[config.mk]
export PLATFORM = sky130hd
export DESIGN_NAME = cache_eviction_victim_select
export DESIGN_NICKNAME = d
export VERILOG_FILES = /design/src/rtl/cevs_pkg.sv /design/src/rtl/cevs_in_stage.sv /design/src/rtl/cevs_scan.sv /design/src/rtl/cevs_out_stage.sv /design/src/rtl/cache_eviction_victim_select.sv
export SDC_FILE = /design/constraint.sdc
export NUM_CORES = 1
export LEC_CHECK = 0
export ABC_AREA = 1
export BUFFER_PORTS_ARGS = -buffer_cell sky130_fd_sc_hd__buf_2
export CAP_MARGIN = 20
export CORE_UTILIZATION = 35
export DETAILED_ROUTE_END_ITERATION = 7
export PLACE_DENSITY_LB_ADDON = 0.12
export SYNTH_ARGS = -nofsm -noshare
export SYNTH_HDL_FRONTEND = slang
export SYNTH_SLANG_ARGS = --single-unit
[constraint.sdc]
create_clock -name clk -period 6.13 [get_ports clk]
set_clock_uncertainty 0.1 [all_clocks]
set_input_delay 0.3065 -clock clk [delete_from_list [all_inputs] [get_ports clk]]
set_output_delay 0.3065 -clock clk [all_outputs]
set_load 0.1 [all_outputs]
[src/rtl/cevs_pkg.sv]
// ----------------------------------------------------------------------------
// cevs_pkg
// Types and constants shared by the eviction victim select blocks.
// ----------------------------------------------------------------------------
package cevs_pkg;

    localparam int TIME_W = 32;
    localparam int SLOT_W = 8;

    typedef enum logic [1:0] {
        REASON_STALE    = 2'd0,
        REASON_LRU      = 2'd1,
        REASON_FALLBACK = 2'd2
    } reason_t;

    // One slot record as carried by an input transaction
    typedef struct packed {
        logic              occupied;
        logic [TIME_W-1:0] inserted_at;
        logic [TIME_W-1:0] max_age;
        logic [TIME_W-1:0] accessed_at;
        logic [TIME_W-1:0] now;
        logic              last_slot;
    } slot_rec_t;

    // Outcome of one scan
    typedef struct packed {
        logic              found;
        logic [SLOT_W-1:0] victim_slot;
        reason_t           reason;
    } victim_t;

endpackage

[src/rtl/cevs_in_stage.sv]
// ----------------------------------------------------------------------------
// cevs_in_stage
// Input register for slot records; holds a record until the scan takes it.
// ----------------------------------------------------------------------------
module cevs_in_stage (
    input  logic                clk,
    input  logic                rst_n,
    input  logic                in_valid,
    output logic                in_stall,
    input  cevs_pkg::slot_rec_t in_rec,
    input  logic                advance,
    output logic                rec_valid,
    output cevs_pkg::slot_rec_t rec
);
    import cevs_pkg::*;

    logic      valid_reg;
    slot_rec_t rec_reg;

    assign in_stall  = valid_reg && !advance;
    assign rec_valid = valid_reg;
    assign rec       = rec_reg;

    always_ff @(posedge clk or negedge rst_n)
    begin
        if (!rst_n)
        begin
            valid_reg <= 1'b0;
        end
        else if (!in_stall)
        begin
            valid_reg <= in_valid;
        end
    end

    always_ff @(posedge clk)
    begin
        if (!in_stall && in_valid)
        begin
            rec_reg <= in_rec;
        end
    end

endmodule

[src/rtl/cevs_scan.sv]
// ----------------------------------------------------------------------------
// cevs_scan
// Running scan state: stale search, least recent access, last occupied slot.
// ----------------------------------------------------------------------------
module cevs_scan #(
    parameter int TABLE_SLOTS = 256
) (
    input  logic                clk,
    input  logic                rst_n,
    input  logic                fire,
    input  cevs_pkg::slot_rec_t rec,
    output cevs_pkg::victim_t   result
);
    import cevs_pkg::*;

    localparam int CNT_MIN = $clog2(TABLE_SLOTS + 1);
    localparam int CNT_W   = (CNT_MIN > SLOT_W) ? CNT_MIN : SLOT_W;

    logic [CNT_W-1:0]  count_reg, count_next;
    logic              stale_seen_reg, stale_seen_next;
    logic [SLOT_W-1:0] stale_index_reg, stale_index_next;
    logic              oldest_seen_reg, oldest_seen_next;
    logic [TIME_W-1:0] oldest_access_reg, oldest_access_next;
    logic [SLOT_W-1:0] oldest_index_reg, oldest_index_next;
    logic              any_seen_reg, any_seen_next;
    logic [SLOT_W-1:0] latest_index_reg, latest_index_next;

    logic              in_range;
    logic              take;
    logic [SLOT_W-1:0] idx;
    logic [TIME_W-1:0] age;
    logic [TIME_W-1:0] bound;
    logic              stale_hit;
    logic              lru_hit;

    assign in_range  = count_reg < CNT_W'(TABLE_SLOTS);
    assign idx       = count_reg[SLOT_W-1:0];
    assign take      = in_range && rec.occupied && !stale_seen_reg;
    assign age       = rec.now - rec.inserted_at;
    assign bound     = oldest_seen_reg ? oldest_access_reg : rec.now;
    assign stale_hit = take && (age >= rec.max_age);
    assign lru_hit   = take && !stale_hit && (rec.accessed_at < bound);

    always_comb
    begin
        count_next         = in_range ? count_reg + CNT_W'(1) : count_reg;
        stale_seen_next    = stale_seen_reg | stale_hit;
        stale_index_next   = stale_hit ? idx : stale_index_reg;
        oldest_seen_next   = oldest_seen_reg | lru_hit;
        oldest_access_next = lru_hit ? rec.accessed_at : oldest_access_reg;
        oldest_index_next  = lru_hit ? idx : oldest_index_reg;
        any_seen_next      = any_seen_reg | take;
        latest_index_next  = take ? idx : latest_index_reg;
    end

    // Verdict including the current slot
    always_comb
    begin
        result.found       = 1'b0;
        result.victim_slot = '0;
        result.reason      = REASON_STALE;
        if (stale_seen_next)
        begin
            result.found       = 1'b1;
            result.victim_slot = stale_index_next;
        end
        else if (oldest_seen_next)
        begin
            result.found       = 1'b1;
            result.victim_slot = oldest_index_next;
            result.reason      = REASON_LRU;
        end
        else if (any_seen_next)
        begin
            result.found       = 1'b1;
            result.victim_slot = latest_index_next;
            result.reason      = REASON_FALLBACK;
        end
    end

    always_ff @(posedge clk or negedge rst_n)
    begin
        if (!rst_n)
        begin
            count_reg         <= '0;
            stale_seen_reg    <= 1'b0;
            stale_index_reg   <= '0;
            oldest_seen_reg   <= 1'b0;
            oldest_access_reg <= '0;
            oldest_index_reg  <= '0;
            any_seen_reg      <= 1'b0;
            latest_index_reg  <= '0;
        end
        else if (fire)
        begin
            if (rec.last_slot)
            begin
                count_reg         <= '0;
                stale_seen_reg    <= 1'b0;
                stale_index_reg   <= '0;
                oldest_seen_reg   <= 1'b0;
                oldest_access_reg <= '0;
                oldest_index_reg  <= '0;
                any_seen_reg      <= 1'b0;
                latest_index_reg  <= '0;
            end
            else
            begin
                count_reg         <= count_next;
                stale_seen_reg    <= stale_seen_next;
                stale_index_reg   <= stale_index_next;
                oldest_seen_reg   <= oldest_seen_next;
                oldest_access_reg <= oldest_access_next;
                oldest_index_reg  <= oldest_index_next;
                any_seen_reg      <= any_seen_next;
                latest_index_reg  <= latest_index_next;
            end
        end
    end

endmodule

[src/rtl/cevs_out_stage.sv]
// ----------------------------------------------------------------------------
// cevs_out_stage
// Result register; holds a verdict until the downstream side takes it.
// ----------------------------------------------------------------------------
module cevs_out_stage (
    input  logic              clk,
    input  logic              rst_n,
    input  logic              load,
    input  cevs_pkg::victim_t result,
    output logic              busy,
    output logic              out_valid,
    input  logic              out_stall,
    output cevs_pkg::victim_t out_result
);
    import cevs_pkg::*;

    logic    valid_reg;
    victim_t result_reg;

    assign busy       = valid_reg && out_stall;
    assign out_valid  = valid_reg;
    assign out_result = result_reg;

    always_ff @(posedge clk or negedge rst_n)
    begin
        if (!rst_n)
        begin
            valid_reg <= 1'b0;
        end
        else if (load)
        begin
            valid_reg <= 1'b1;
        end
        else if (!out_stall)
        begin
            valid_reg <= 1'b0;
        end
    end

    always_ff @(posedge clk)
    begin
        if (load)
        begin
            result_reg <= result;
        end
    end

endmodule

[src/rtl/cache_eviction_victim_select.sv]
// Path: input register, then scan logic; a record that carries last_slot
//   loads its verdict into the result register; other records emit none.
// Throughput: one slot record per cycle; each takes one subtract and two
//   compares. A closing record waits only while a held verdict is stalled.
// Reset: asynchronous, active low; clears scan state and both valid flags.
// ----------------------------------------------------------------------------
// cache_eviction_victim_select
// Scans a cache table one slot per transaction and picks an eviction victim:
// first stale slot, else least recently accessed, else last occupied slot.
// ----------------------------------------------------------------------------
module cache_eviction_victim_select #(
    parameter int TABLE_SLOTS = 256
) (
    input  logic                          clk,
    input  logic                          rst_n,
    // slot record channel
    input  logic                          in_valid,
    output logic                          in_stall,
    input  logic                          occupied,
    input  logic [cevs_pkg::TIME_W-1:0]   inserted_at,
    input  logic [cevs_pkg::TIME_W-1:0]   max_age,
    input  logic [cevs_pkg::TIME_W-1:0]   accessed_at,
    input  logic [cevs_pkg::TIME_W-1:0]   now,
    input  logic                          last_slot,
    // verdict channel
    output logic                          out_valid,
    input  logic                          out_stall,
    output logic                          found,
    output logic [cevs_pkg::SLOT_W-1:0]   victim_slot,
    output logic [1:0]                    reason
);
    import cevs_pkg::*;

    slot_rec_t in_rec;
    slot_rec_t rec;
    logic      rec_valid;
    logic      advance;
    logic      fire;
    logic      out_busy;
    victim_t   result;
    victim_t   out_result;

    assign in_rec.occupied    = occupied;
    assign in_rec.inserted_at = inserted_at;
    assign in_rec.max_age     = max_age;
    assign in_rec.accessed_at = accessed_at;
    assign in_rec.now         = now;
    assign in_rec.last_slot   = last_slot;

    // A record that closes the scan needs the result register free (or being
    // emptied this cycle); every other record moves on unconditionally.
    assign advance = !rec.last_slot || !out_busy;
    assign fire    = rec_valid && advance;

    cevs_in_stage u_in_stage (
        .clk       (clk),
        .rst_n     (rst_n),
        .in_valid  (in_valid),
        .in_stall  (in_stall),
        .in_rec    (in_rec),
        .advance   (advance),
        .rec_valid (rec_valid),
        .rec       (rec)
    );

    // Running scan state and the verdict logic
    cevs_scan #(
        .TABLE_SLOTS (TABLE_SLOTS)
    ) u_scan (
        .clk    (clk),
        .rst_n  (rst_n),
        .fire   (fire),
        .rec    (rec),
        .result (result)
    );

    cevs_out_stage u_out_stage (
        .clk        (clk),
        .rst_n      (rst_n),
        .load       (fire && rec.last_slot),
        .result     (result),
        .busy       (out_busy),
        .out_valid  (out_valid),
        .out_stall  (out_stall),
        .out_result (out_result)
    );

    assign found       = out_result.found;
    assign victim_slot = out_result.victim_slot;
    assign reason      = out_result.reason;

endmodule
==> flow_metrics.py, run 1 <==
metrics = {
    "status": {
        "status": "completed",
    },
    "cells_and_area": {
        "seq_area_um2": 5990,
        "finalNetCount": 1662,
        "nFillCells": 2970,
        "largest_reg_flops": 130,
        "final-instance-count-excl-fill": 1853,
        "syn_to_final_growth_pct": 30.2,
        "fin_util": 0.463,
        "drive_gt1_frac": 0.161,
        "multiInputGateArea_um2": 4440,
        "diodes": 0,
    },
    "cts": {
        "cts_buffers": 26,
        "tritoncts": "yes",
        "htreeDepth": 1,
        "clk_latency_ns": 0.53,
        "clockBufferDepth": 3,
        "path_clk_slew_ns": 0.06,
        "root_buffer": "clkbuf_16",
        "cts-resized-gates": 0,
        "cts_setup_buffers": 0,
        "cts.sinks": 211,
    },
    "drt": {
        "wire_per_inst_um": 15.0,
        "met1_length_mm": 12.7,
        "drt_pass1_iterations": 6,
        "wl_met3_um": 956,
        "drc_errors": 0,
        "initialDrtViolationCount": 413,
        "routed_wl_mm": 27.8,
        "via_per_inst": 4.73,
        "vias": 8756,
        "wl_met2_mm": 13.4,
        "ant_nets": 0,
        "top_layer_used": "met4",
    },
    "power": {
        "ir_drop_mv": 0.195,
        "p_total_w": 0.00454,
        "cellLeakagePower_nw": 6.62,
        "power.density_nw_per_um2": 311,
    },
    "sta": {
        "finalSetupViolations": 0,
        "finalCritPeriodShare": 0.769,
        "final.setup.tns_ns": 0,
        "slew_violations": 0,
        "min_period_ns": 4.71,
        "grt_setup_unrepaired": "no",
        "setup_slack_ns": 1.42,
        "fmax_mhz": 212,
        "tightest_slew_ns": 0.948,
        "timing.final.hold_violations": 0,
        "maxSlewHeadroom": 0.368,
    },
    "floorplan": {
        "die-area_um2": 32800,
        "design.core.area_um2": 31600,
        "rows": 65,
        "initial_core_util": 0.356,
        "chipHeight_um": 181,
        "io_pins": 147,
        "die_width_um": 181,
    },
    "setup_path": {
        "worstPathCellList": "inv_1, ha_1, inv_1, fa_1, nand3_1, nand2_1, a21boi_1, o21ai_1, nand2_1, o211ai_1, nand4_1, nand3_1, xor2_1, ha_1, nand2_2, nor2_4, nand4_2, nor2_2, nand4_1, nand3_2, nor2_4, nand3_1, nand2_2, o21ai_1",
        "cp_top_family": "simple AND/OR/NAND/NOR gates",
        "worstPathMaxFanout": 32,
        "worst-path-buf-inv": 2,
        "start_kind": "flop",
        "cp_common_cell": "nand3_1",
        "critPathKind": "flop to flop",
        "cp_data_arrival_time_ns": 5.05,
        "cp.required_ns": 6.47,
        "ff2ff_setup_slack_ns": 1.42,
        "r2r_cells": 24,
        "end_kind": "flop",
        "crit_path_max_incr_delay_ns": 0.45,
        "r2r-start": "u_in_stage.rec[1]$_DFFE_PP_",
        "cp_slowest_cell": "nand2_2",
        "timing.rr.end": "u_scan.oldest_access_reg[7]$_DFFE_PN0P_",
    },
    "grt": {
        "antenna_found_initial": 0,
        "grt_pass1_vias": 8778,
        "grt_pass1_wl_mm": 44.6,
        "grt-ovfl-total": 0,
        "grt_max_degree": 71,
        "track_usage": 0.173,
    },
    "placement": {
        "dp.cells": 1672,
        "gp_congestion": 0.851,
        "dp_hpwl_mm": 19.7,
        "io_buffers": 146,
        "dp_slack_ns": 1.31,
    },
    "synthesis": {
        "synth_area_per_cell_um2": 9.80,
        "synth-edff-count": 141,
        "synth_cell_types": 49,
        "ys.flop_type": "edfxtp_1",
        "syn_nets": 1375,
        "syn_inst": 1145,
        "ys_seq_area_frac": 0.533,
        "ys_seq_elements": 211,
        "yosys_warnings": 0,
        "async_reset_ff_frac": 0.332,
        "syn-cell-area_um2": 11200,
    },
    "hold_path": {
        "hp-start": "max_age[14]",
        "hold_path_class": "primary input to flop",
        "holdPathStages": 2,
        "hold_end": "u_in_stage.rec[79]$_DFFE_PP_",
    },
    "run": {
        "drv_cap": 0,
    },
}
-- power by group --
group | switching, W | internal (W) | leakage (nW)
combinational | 0.000738 | 0.000439 | 3.87
clock | 0.000599 | 0.00102 | 0.436
sequential | 0.0000723 | 0.00168 | 2.32
-- logic make-up after synthesis --
group | count (synthesis) | share of synthesized area
compound gates | 227 | 0.113
xor+xnor | 28 | 0.0219
fa+ha+maj | 96 | 0.108
buf+inv | 195 | 0.0714
flops | 211 | 0.533
simple gates | 388 | 0.153
-- worst max path at each step --
| stage | cells past startpoint | to | startpoint |
|---|---|---|---|
| 3_3_place_gp | 23 | u_scan.oldest_access_reg[31]$_DFFE_PN0P_ | u_in_stage.rec[1]$_DFFE_PP_ |
| 6_report | 24 | u_scan.oldest_access_reg[7]$_DFFE_PN0P_ | u_in_stage.rec[1]$_DFFE_PP_ |
| 3_5_place_dp | 24 | u_scan.oldest_access_reg[31]$_DFFE_PN0P_ | u_in_stage.rec[1]$_DFFE_PP_ |
| 2_1_floorplan | 5 | u_in_stage.rec[0]$_DFFE_PP_ | u_out_stage.out_valid$_DFFE_PN0P_ |
| 4_1_cts | 24 | u_scan.oldest_access_reg[31]$_DFFE_PN0P_ | u_in_stage.rec[1]$_DFFE_PP_ |
| 5_1_grt | 23 | u_scan.oldest_access_reg[31]$_DFFE_PN0P_ | u_in_stage.rec[1]$_DFFE_PP_ |
-- metrics by stage --
stage | instance area (um^2) | hold slack [ns]
finish | 14600 | 0.379
global route | 14600 | 0.361
CTS | 14600 | 0.354
detailed placement | 12300 | 0.368
global placement | 12300 | 0.364
floorplan | 11200 | -0.0891
-- area by class of cell --
type,count,share of cell area
Inverter,171,0.0446
Clock buffer,30,0.0477
Tap cell,402,0.0344
Clock inverter,17,0.0150
Sequential cell,211,0.410
Multi-Input combinational cell,739,0.304
Timing Repair Buffer,283,0.144
-- cell usage after synthesis (2+ instances only) --
cell type	instances	area share
nand2_4	2	0.0020
buf_2	2	0.00089
edfxtp_1	141	0.38
a211oi_1	2	0.0013
o21ai_2	9	0.0070
o21ai_1	35	0.016
nand2_1	240	0.080
nor3_1	9	0.0040
a21o_1	3	0.0020
xnor2_1	7	0.0055
o21bai_1	4	0.0027
or2_2	6	0.0033
nand4_1	17	0.0095
a21oi_1	69	0.031
o21ai_0	76	0.034
buf_6	5	0.0050
buf_4	5	0.0033
clkbuf_1	12	0.0040
xor2_1	21	0.016
nor2_1	54	0.018
o211ai_1	2	0.0013
inv_2	4	0.0013
nand2_2	3	0.0017
nor4_1	4	0.0022
o21a_1	7	0.0047
nand3_1	39	0.017
o22ai_1	14	0.0078
or2_1	2	0.0011
inv_1	163	0.055
dfrtp_1	70	0.16
inv_4	2	0.0011
nand3_2	4	0.0036
ha_1	95	0.11
nor2_4	2	0.0020
-- metal layers --
metal	track usage	up-vias
li1	-	4472
met1	0.225	4067
met2	0.296	167
met3	0.0228	50
met4	0.0593	0
met5	0	-
-- worst register-to-register path: cells and delay by family, from the launching register on --
kind            cells  cell delay, ns
simple gates       14            2.10
buf+inv             2            0.14
flops               1            0.35
compound gates      4            0.92
xor+xnor            1            0.15
fa+ha+maj           3            0.82
-- placed cells by master (no fill, tap or decap), drive strengths merged, types with 18 or more instances in the layout --
cell type and n:
edfxtp 141, nor2 58, nand3 44, buf 150, inv 169, o21ai 120
ha 95, dlygate4sd3 133, dfrtp 70, nand2 246, a21oi 70, nand4 18
xor2 21, clkbuf 30
-- repair_timing --
| item | in CTS | in global routing |
|---|---|---|
| hold endpoints to repair | 202 | 0 |
| hold buffers | 133 | 0 |
| endpoints found under the setup margin | 0 | 0 |
Note: power is estimated with default switching activity, not from simulation.
==> inputs of run 2 (changes only) <==
==> constraint.sdc (replaced) <==
create_clock -name clk -period 4.4 [get_ports clk]
set_clock_uncertainty 0.1 [all_clocks]
set_input_delay 0.22 -clock clk [delete_from_list [all_inputs] [get_ports clk]]
set_output_delay 0.22 -clock clk [all_outputs]
set_load 0.1 [all_outputs]
==> flow_metrics.py, run 2 (synthesis results as in run 1) <==
metrics = {
    "sta": {
        "whs_ns": 0.286,
        "grt_setup_unrepaired": "yes",
        "setup_slack_ns": 0.103,
        "slew_violations": 0,
        "tightest_slew_ns": 0.993,
        "fmax_mhz": 233,
        "maxSlewHeadroom": 0.337,
        "min_period_ns": 4.30,
        "finalSetupViolations": 0,
        "timing.final.hold_violations": 0,
        "finalCritPeriodShare": 0.977,
    },
    "drt": {
        "vias": 8931,
        "via_per_inst": 4.71,
        "ant_nets": 0,
        "drt_pass1_iterations": 5,
        "routed_wl_mm": 29.3,
        "wire_per_inst_um": 15.4,
        "drc_errors": 0,
        "initialDrtViolationCount": 505,
    },
    "power": {
        "power.density_nw_per_um2": 420,
        "pwr-share-comb": 0.300,
        "cellLeakagePower_nw": 7.04,
        "seqPwrFrac": 0.371,
        "switchingPower_w": 0.00210,
        "clockPowerShare": 0.329,
        "p_sw_frac": 0.321,
        "p_int_w": 0.00445,
        "ir_drop_mv": 0.276,
    },
    "cts": {
        "cts_buffers": 25,
        "clockBufferDepth": 3,
        "cts.sinks": 211,
        "path_clk_slew_ns": 0.07,
        "root_buffer": "clkbuf_16",
        "clk_latency_ns": 0.54,
        "tritoncts": "yes",
        "htreeDepth": 1,
    },
    "setup_path": {
        "cp_slowest_cell": "edfxtp_1",
        "r2r-start": "u_in_stage.rec[1]$_DFFE_PP_",
        "cp_data_arrival_time_ns": 4.47,
        "cp_common_cell": "nand2_1",
        "start_kind": "flop",
        "crit_path_max_incr_delay_ns": 0.38,
        "r2r_cells": 28,
        "critPathKind": "flop to flop",
        "timing.rr.end": "u_out_stage.out_result[9]$_DFFE_PP_",
        "end_kind": "flop",
        "cp.required_ns": 4.58,
        "worstPathMaxFanout": 4,
        "ff2ff_setup_slack_ns": 0.10,
    },
    "cells_and_area": {
        "final_area_um2": 15600,
        "multiInputGateArea_um2": 5000,
        "final_common_cell": "nand2_1",
        "syn_to_final_growth_pct": 38.9,
        "fin_util": 0.494,
        "largest_reg_flops": 130,
        "final-instance-count-excl-fill": 1898,
        "diodes": 0,
        "final_cell_mix": "nand2_1 (202), inv_1 (161), buf_2 (146)",
        "nFillCells": 2919,
        "seq_area_um2": 5990,
        "finalNetCount": 1708,
        "drive_gt1_frac": 0.239,
    },
    "grt": {
        "grt_pass1_vias": 8783,
        "grt_max_degree": 71,
        "grt-ovfl-total": 0,
        "antenna_found_initial": 0,
        "grt_pass1_wl_mm": 45.3,
        "track_usage": 0.176,
    },
    "floorplan": {
        "die-area_um2": 32800,
        "design.core.area_um2": 31600,
        "initial_core_util": 0.356,
        "chipHeight_um": 181,
        "die_width_um": 181,
        "io_pins": 147,
        "rows": 65,
    },
    "placement": {
        "io_buffers": 146,
        "dp.cells": 1692,
        "gp_congestion": 0.849,
        "dp_slack_ns": -0.0617,
        "placed_area_um2": 12500,
        "dp_hpwl_mm": 20.1,
    },
    "hold_path": {
        "hold_end": "u_in_stage.rec[112]$_DFFE_PP_",
        "hp-start": "inserted_at[15]",
        "holdPathStages": 2,
        "hold_path_class": "primary input to flop",
    },
    "run": {
        "drv_cap": 0,
    },
    "status": {
        "status": "completed",
    },
}
[run 2: cell types whose count changed in the layout (fill, tap and decap cells not counted), moves of 5 or more]
cell	previous run	this run
buf_12	1	7
buf_4	3	28
buf_6	0	5
ha_1	95	88
ha_4	0	6
nand2_1	240	202
nand2_2	3	30
nand2_4	2	14
nand3_1	39	33
nor2_1	53	48
nor2_2	1	6
o21ai_0	76	68
o21ai_4	0	8
[run 2: area by class of cell]
cell class                      instances  area share
Multi-Input combinational cell        745       0.321
Sequential cell                       211       0.384
Clock buffer                           31      0.0435
Timing Repair Buffer                  324       0.166
Clock inverter                         14      0.0113
Inverter                              171      0.0422
Tap cell                              402      0.0323
[run 2: stage by stage]
step / setup TNS [ns] / power [W]
after floorplan: 0 / 0.00363
after global placement: 0 / 0.00405
after detailed placement: -0.375 / 0.00406
after CTS: 0 / 0.00636
after global routing: -4.96 / 0.00695
final: 0 / 0.00655
[run 2: per-layer routing]
metal / wire [um] / track usage / share of wire / vias to the layer above
li1: - / - / - / 4571
met1: 13000 / 0.230 / 0.44 / 4148
met2: 14200 / 0.297 / 0.49 / 165
met3: 1210 / 0.0280 / 0.041 / 47
met4: 813 / 0.0569 / 0.028 / 0
met5: 0 / 0 / 0 / -
[run 2: worst max path at each step]
stage,from,endpoint,slack [ns],depth (start not counted)
6_report,u_in_stage.rec[1]$_DFFE_PP_,u_out_stage.out_result[9]$_DFFE_PP_,0.10,28
5_1_grt,u_in_stage.rec[1]$_DFFE_PP_,u_out_stage.out_result[9]$_DFFE_PP_,-0.16,28
4_1_cts,u_in_stage.rec[1]$_DFFE_PP_,u_out_stage.out_result[9]$_DFFE_PP_,0.007,25
3_5_place_dp,u_in_stage.rec[1]$_DFFE_PP_,u_out_stage.out_result[7]$_DFFE_PP_,-0.06,25
3_3_place_gp,u_in_stage.rec[1]$_DFFE_PP_,u_out_stage.out_result[7]$_DFFE_PP_,0.04,25
2_1_floorplan,u_out_stage.out_valid$_DFFE_PN0P_,u_in_stage.rec[0]$_DFFE_PP_,0.34,5
[run 2: timing repair]
| action | in CTS | in global routing |
|---|---|---|
| pin swaps | 1 | 38 |
| cloned | 1 | 10 |
| setup endpoints to repair | 20 | 59 |
| setup buffers | 0 | 17 |
| resized for setup | 1 | 124 |
| hold endpoints to repair | 202 | 0 |
| hold buffers | 133 | 0 |
[run 2: power groups by stage]
stage | clock network (W) | registers [W] | logic (W)
finish | 0.00216 | 0.00243 | 0.00196
global route | 0.00230 | 0.00245 | 0.00220
CTS | 0.00223 | 0.00242 | 0.00171
detailed placement | 0 | 0.00246 | 0.00160
global placement | 0 | 0.00246 | 0.00159
floorplan | 0 | 0.00252 | 0.00111
[run 2: critical path, delay by kind of cell, from the launching register on]
kind	cells	cell delay [ns]
compound gates	4	0.62
xor+xnor	1	0.17
buf+inv	5	0.62
flops	1	0.38
fa+ha+maj	3	0.76
simple gates	15	1.36
==> inputs of run 3 (changes only) <==
--- a/config.mk
+++ b/config.mk
@@ -5,7 +5,6 @@
 export SDC_FILE = /design/constraint.sdc
 export NUM_CORES = 1
 export LEC_CHECK = 0
-export ABC_AREA = 1
 export BUFFER_PORTS_ARGS = -buffer_cell sky130_fd_sc_hd__buf_2
 export CAP_MARGIN = 20
 export CORE_UTILIZATION = 35
==> flow_metrics.py, run 3 <==
metrics = {
    "cts": {
        "path_clk_slew_ns": 0.06,
        "cts.sinks": 211,
        "tritoncts": "yes",
        "clockBufferDepth": 3,
        "cts_buffers": 24,
        "root_buffer": "clkbuf_16",
        "htreeDepth": 1,
        "clk_latency_ns": 0.53,
    },
    "setup_path": {
        "worstPathMaxFanout": 8,
        "timing.rr.end": "u_out_stage.out_result[9]$_DFFE_PP_",
        "r2r_cells": 24,
        "end_kind": "flop",
        "cp_data_arrival_time_ns": 4.89,
        "critPathKind": "flop to flop",
        "cp-startpoint": "u_in_stage.rec[1]$_DFFE_PP_",
        "cp.required_ns": 4.57,
        "start_kind": "flop",
        "r2r-start": "u_in_stage.rec[1]$_DFFE_PP_",
        "ff2ff_setup_slack_ns": -0.32,
    },
    "sta": {
        "slew_violations": 0,
        "finalSetupViolations": 50,
        "maxSlewHeadroom": 0.415,
        "finalCritPeriodShare": 1.07,
        "grt_setup_unrepaired": "yes",
        "timing.final.hold_violations": 0,
        "fmax_mhz": 212,
        "tightest_slew_ns": 0.871,
        "setup_slack_ns": -0.321,
        "min_period_ns": 4.72,
    },
    "drt": {
        "drt_pass1_iterations": 4,
        "via_per_inst": 4.82,
        "drc_errors": 0,
        "routed_wl_mm": 28.5,
        "vias": 7940,
        "initialDrtViolationCount": 399,
        "wire_per_inst_um": 17.3,
        "ant_nets": 0,
    },
    "floorplan": {
        "die_width_um": 176,
        "io_pins": 147,
        "design.core.area_um2": 29800,
        "initial_core_util": 0.357,
        "rows": 63,
        "die-area_um2": 31100,
        "chipHeight_um": 176,
    },
    "status": {
        "violations": "setup timing",
        "status": "finished, violations left",
    },
    "placement": {
        "gp_congestion": 0.821,
        "dp.cells": 1455,
        "placed_area_um2": 12600,
        "dp_hpwl_mm": 19.7,
        "io_buffers": 146,
        "dp_slack_ns": -0.610,
    },
    "synthesis": {
        "synthTopCellsByCount": "edfxtp_1 (141), ha_1 (95), inv_1 (77)",
        "syn-cell-area_um2": 10600,
        "synth-edff-count": 141,
        "syn_nets": 1079,
        "syn_inst": 849,
        "yosysTopAreaCell": "edfxtp_1",
        "synth_cell_types": 69,
        "synth_area_per_cell_um2": 12.5,
        "synth_top_cell_area_share": 0.398,
        "async_reset_ff_frac": 0.332,
        "ys_seq_area_frac": 0.563,
        "yosys_warnings": 0,
        "ys.flop_type": "edfxtp_1",
        "ys_seq_elements": 211,
        "synth.most_common_cell": "edfxtp_1",
        "synth_area_leaders": "edfxtp_1 (40%), dfrtp_1 (16%), ha_1 (11%)",
    },
    "run": {
        "drv_cap": 0,
    },
    "hold_path": {
        "hold_path_class": "primary input to async pin",
    },
    "power": {
        "ir_drop_mv": 0.313,
        "power.density_nw_per_um2": 399,
        "cellLeakagePower_nw": 6.83,
    },
    "cells_and_area": {
        "largest_reg_flops": 130,
        "final_common_cell": "buf_2",
        "final_area_um2": 15200,
        "diodes": 0,
        "fin_util": 0.509,
        "final-instance-count-excl-fill": 1649,
        "drive_gt1_frac": 0.277,
        "finalNetCount": 1471,
        "syn_to_final_growth_pct": 42.8,
        "final_cell_mix": "buf_2 (146), edfxtp_1 (141), dlygate4sd3_1 (134)",
    },
    "grt": {
        "track_usage": 0.183,
        "grt_pass1_wl_mm": 44.0,
        "grt_max_degree": 79,
        "antenna_found_initial": 0,
        "grt-ovfl-total": 0,
        "grt_pass1_vias": 8184,
    },
}
[run 3: changes by cell type after synthesis, sizes merged, moves of 14 or more]
cell,delta
xor2,-14
a21o,+35
inv,-92
nand2,-212
a21oi,-31
nand3,-37
a22o,+56
xnor2,+14
nor2,-15
o21ai,-89
mux2i,+33
[run 3: cells by family (layout without fill, tap and decap cells)]
logic type                 count (synthesis)  count (layout)  share of synthesized area
DFF                                      211             211                      0.563
adders and majority gates                 96              96                      0.114
xor gates and xnor gates                  28              28                     0.0231
buffers and inverters                    102             512                     0.0379
muxes                                     35              35                     0.0332
AOI/OAI and AO/OA                        225             225                      0.157
and+or+nand+nor                          152             152                     0.0720
[run 3: cell type report]
cell class,count,area (um^2)
tap,390,488
fill,2669,14600
multi-input combinational,536,4480
inverter,77,289
clock buffer,29,641
timing repair buffer,391,3080
sequential,211,5990
clock inverter,15,209
[run 3: how the worst max path moves through the flow]
stage | to | cells past startpoint | slack [ns]
global route | u_out_stage.out_result[4]$_DFFE_PP_ | 22 | -0.63
global placement | u_out_stage.out_result[2]$_DFFE_PP_ | 18 | -0.62
floorplan | u_out_stage.out_result[9]$_DFFE_PP_ | 23 | -0.15
finish | u_out_stage.out_result[9]$_DFFE_PP_ | 24 | -0.32
detailed placement | u_out_stage.out_result[5]$_DFFE_PP_ | 19 | -0.61
CTS | u_out_stage.out_result[2]$_DFFE_PP_ | 22 | -0.34
[run 3: routing by layer]
metal | GRT usage | vias to the layer above | routed length, um
met1 | 0.255 | 3777 | 13800
met3 | 0.0220 | 32 | 832
met2 | 0.301 | 138 | 13300
li1 | - | 3993 | -
met4 | 0.0431 | 0 | 536
met5 | 0 | - | 0
[run 3: repair_timing]
item,CTS,global route
endpoints found under the hold margin,173,0
buffers inserted,4,9
gates cloned,1,2
hold buffers,134,0
pin swaps,19,52
gates resized for setup,31,32
endpoints found under the setup margin,58,60
[run 3: worst max-delay path, cell delays in order (launching register included)]
cell	delay, ns
edfxtp_1	0.40
inv_2	0.08
ha_4	0.13
inv_2	0.04
fa_2	0.34
a211oi_2	0.25
nor2_2	0.10
nor4b_4	0.32
or3_4	0.22
o211ai_4	0.09
nand2_2	0.13
buf_4	0.13
a211oi_1	0.06
a21oi_1	0.13
o21ai_0	0.12
ha_1	0.19
a21o_1	0.15
a21o_1	0.18
a21oi_1	0.19
o21ai_2	0.09
a21oi_4	0.19
o2111a_2	0.29
buf_6	0.16
o41ai_1	0.09
a221o_1	0.29
[run 3: where the power goes]
| part | internal, W | switching [W] |
|---|---|---|
| logic | 0.000727 | 0.000759 |
| registers | 0.00229 | 0.000130 |
| clock network | 0.00133 | 0.000826 |
[run 3: stage by stage]
stage	setup TNS, ns	total power [W]	hold slack (ns)
floorplan	-1.08	0.00325	-0.176
finish	-14.22	0.00606	0.0696
detailed placement	-25.98	0.00373	0.0902
global route	-30.74	0.00636	0.0966
global placement	-29.35	0.00373	0.297
CTS	-15.46	0.00605	0.0661
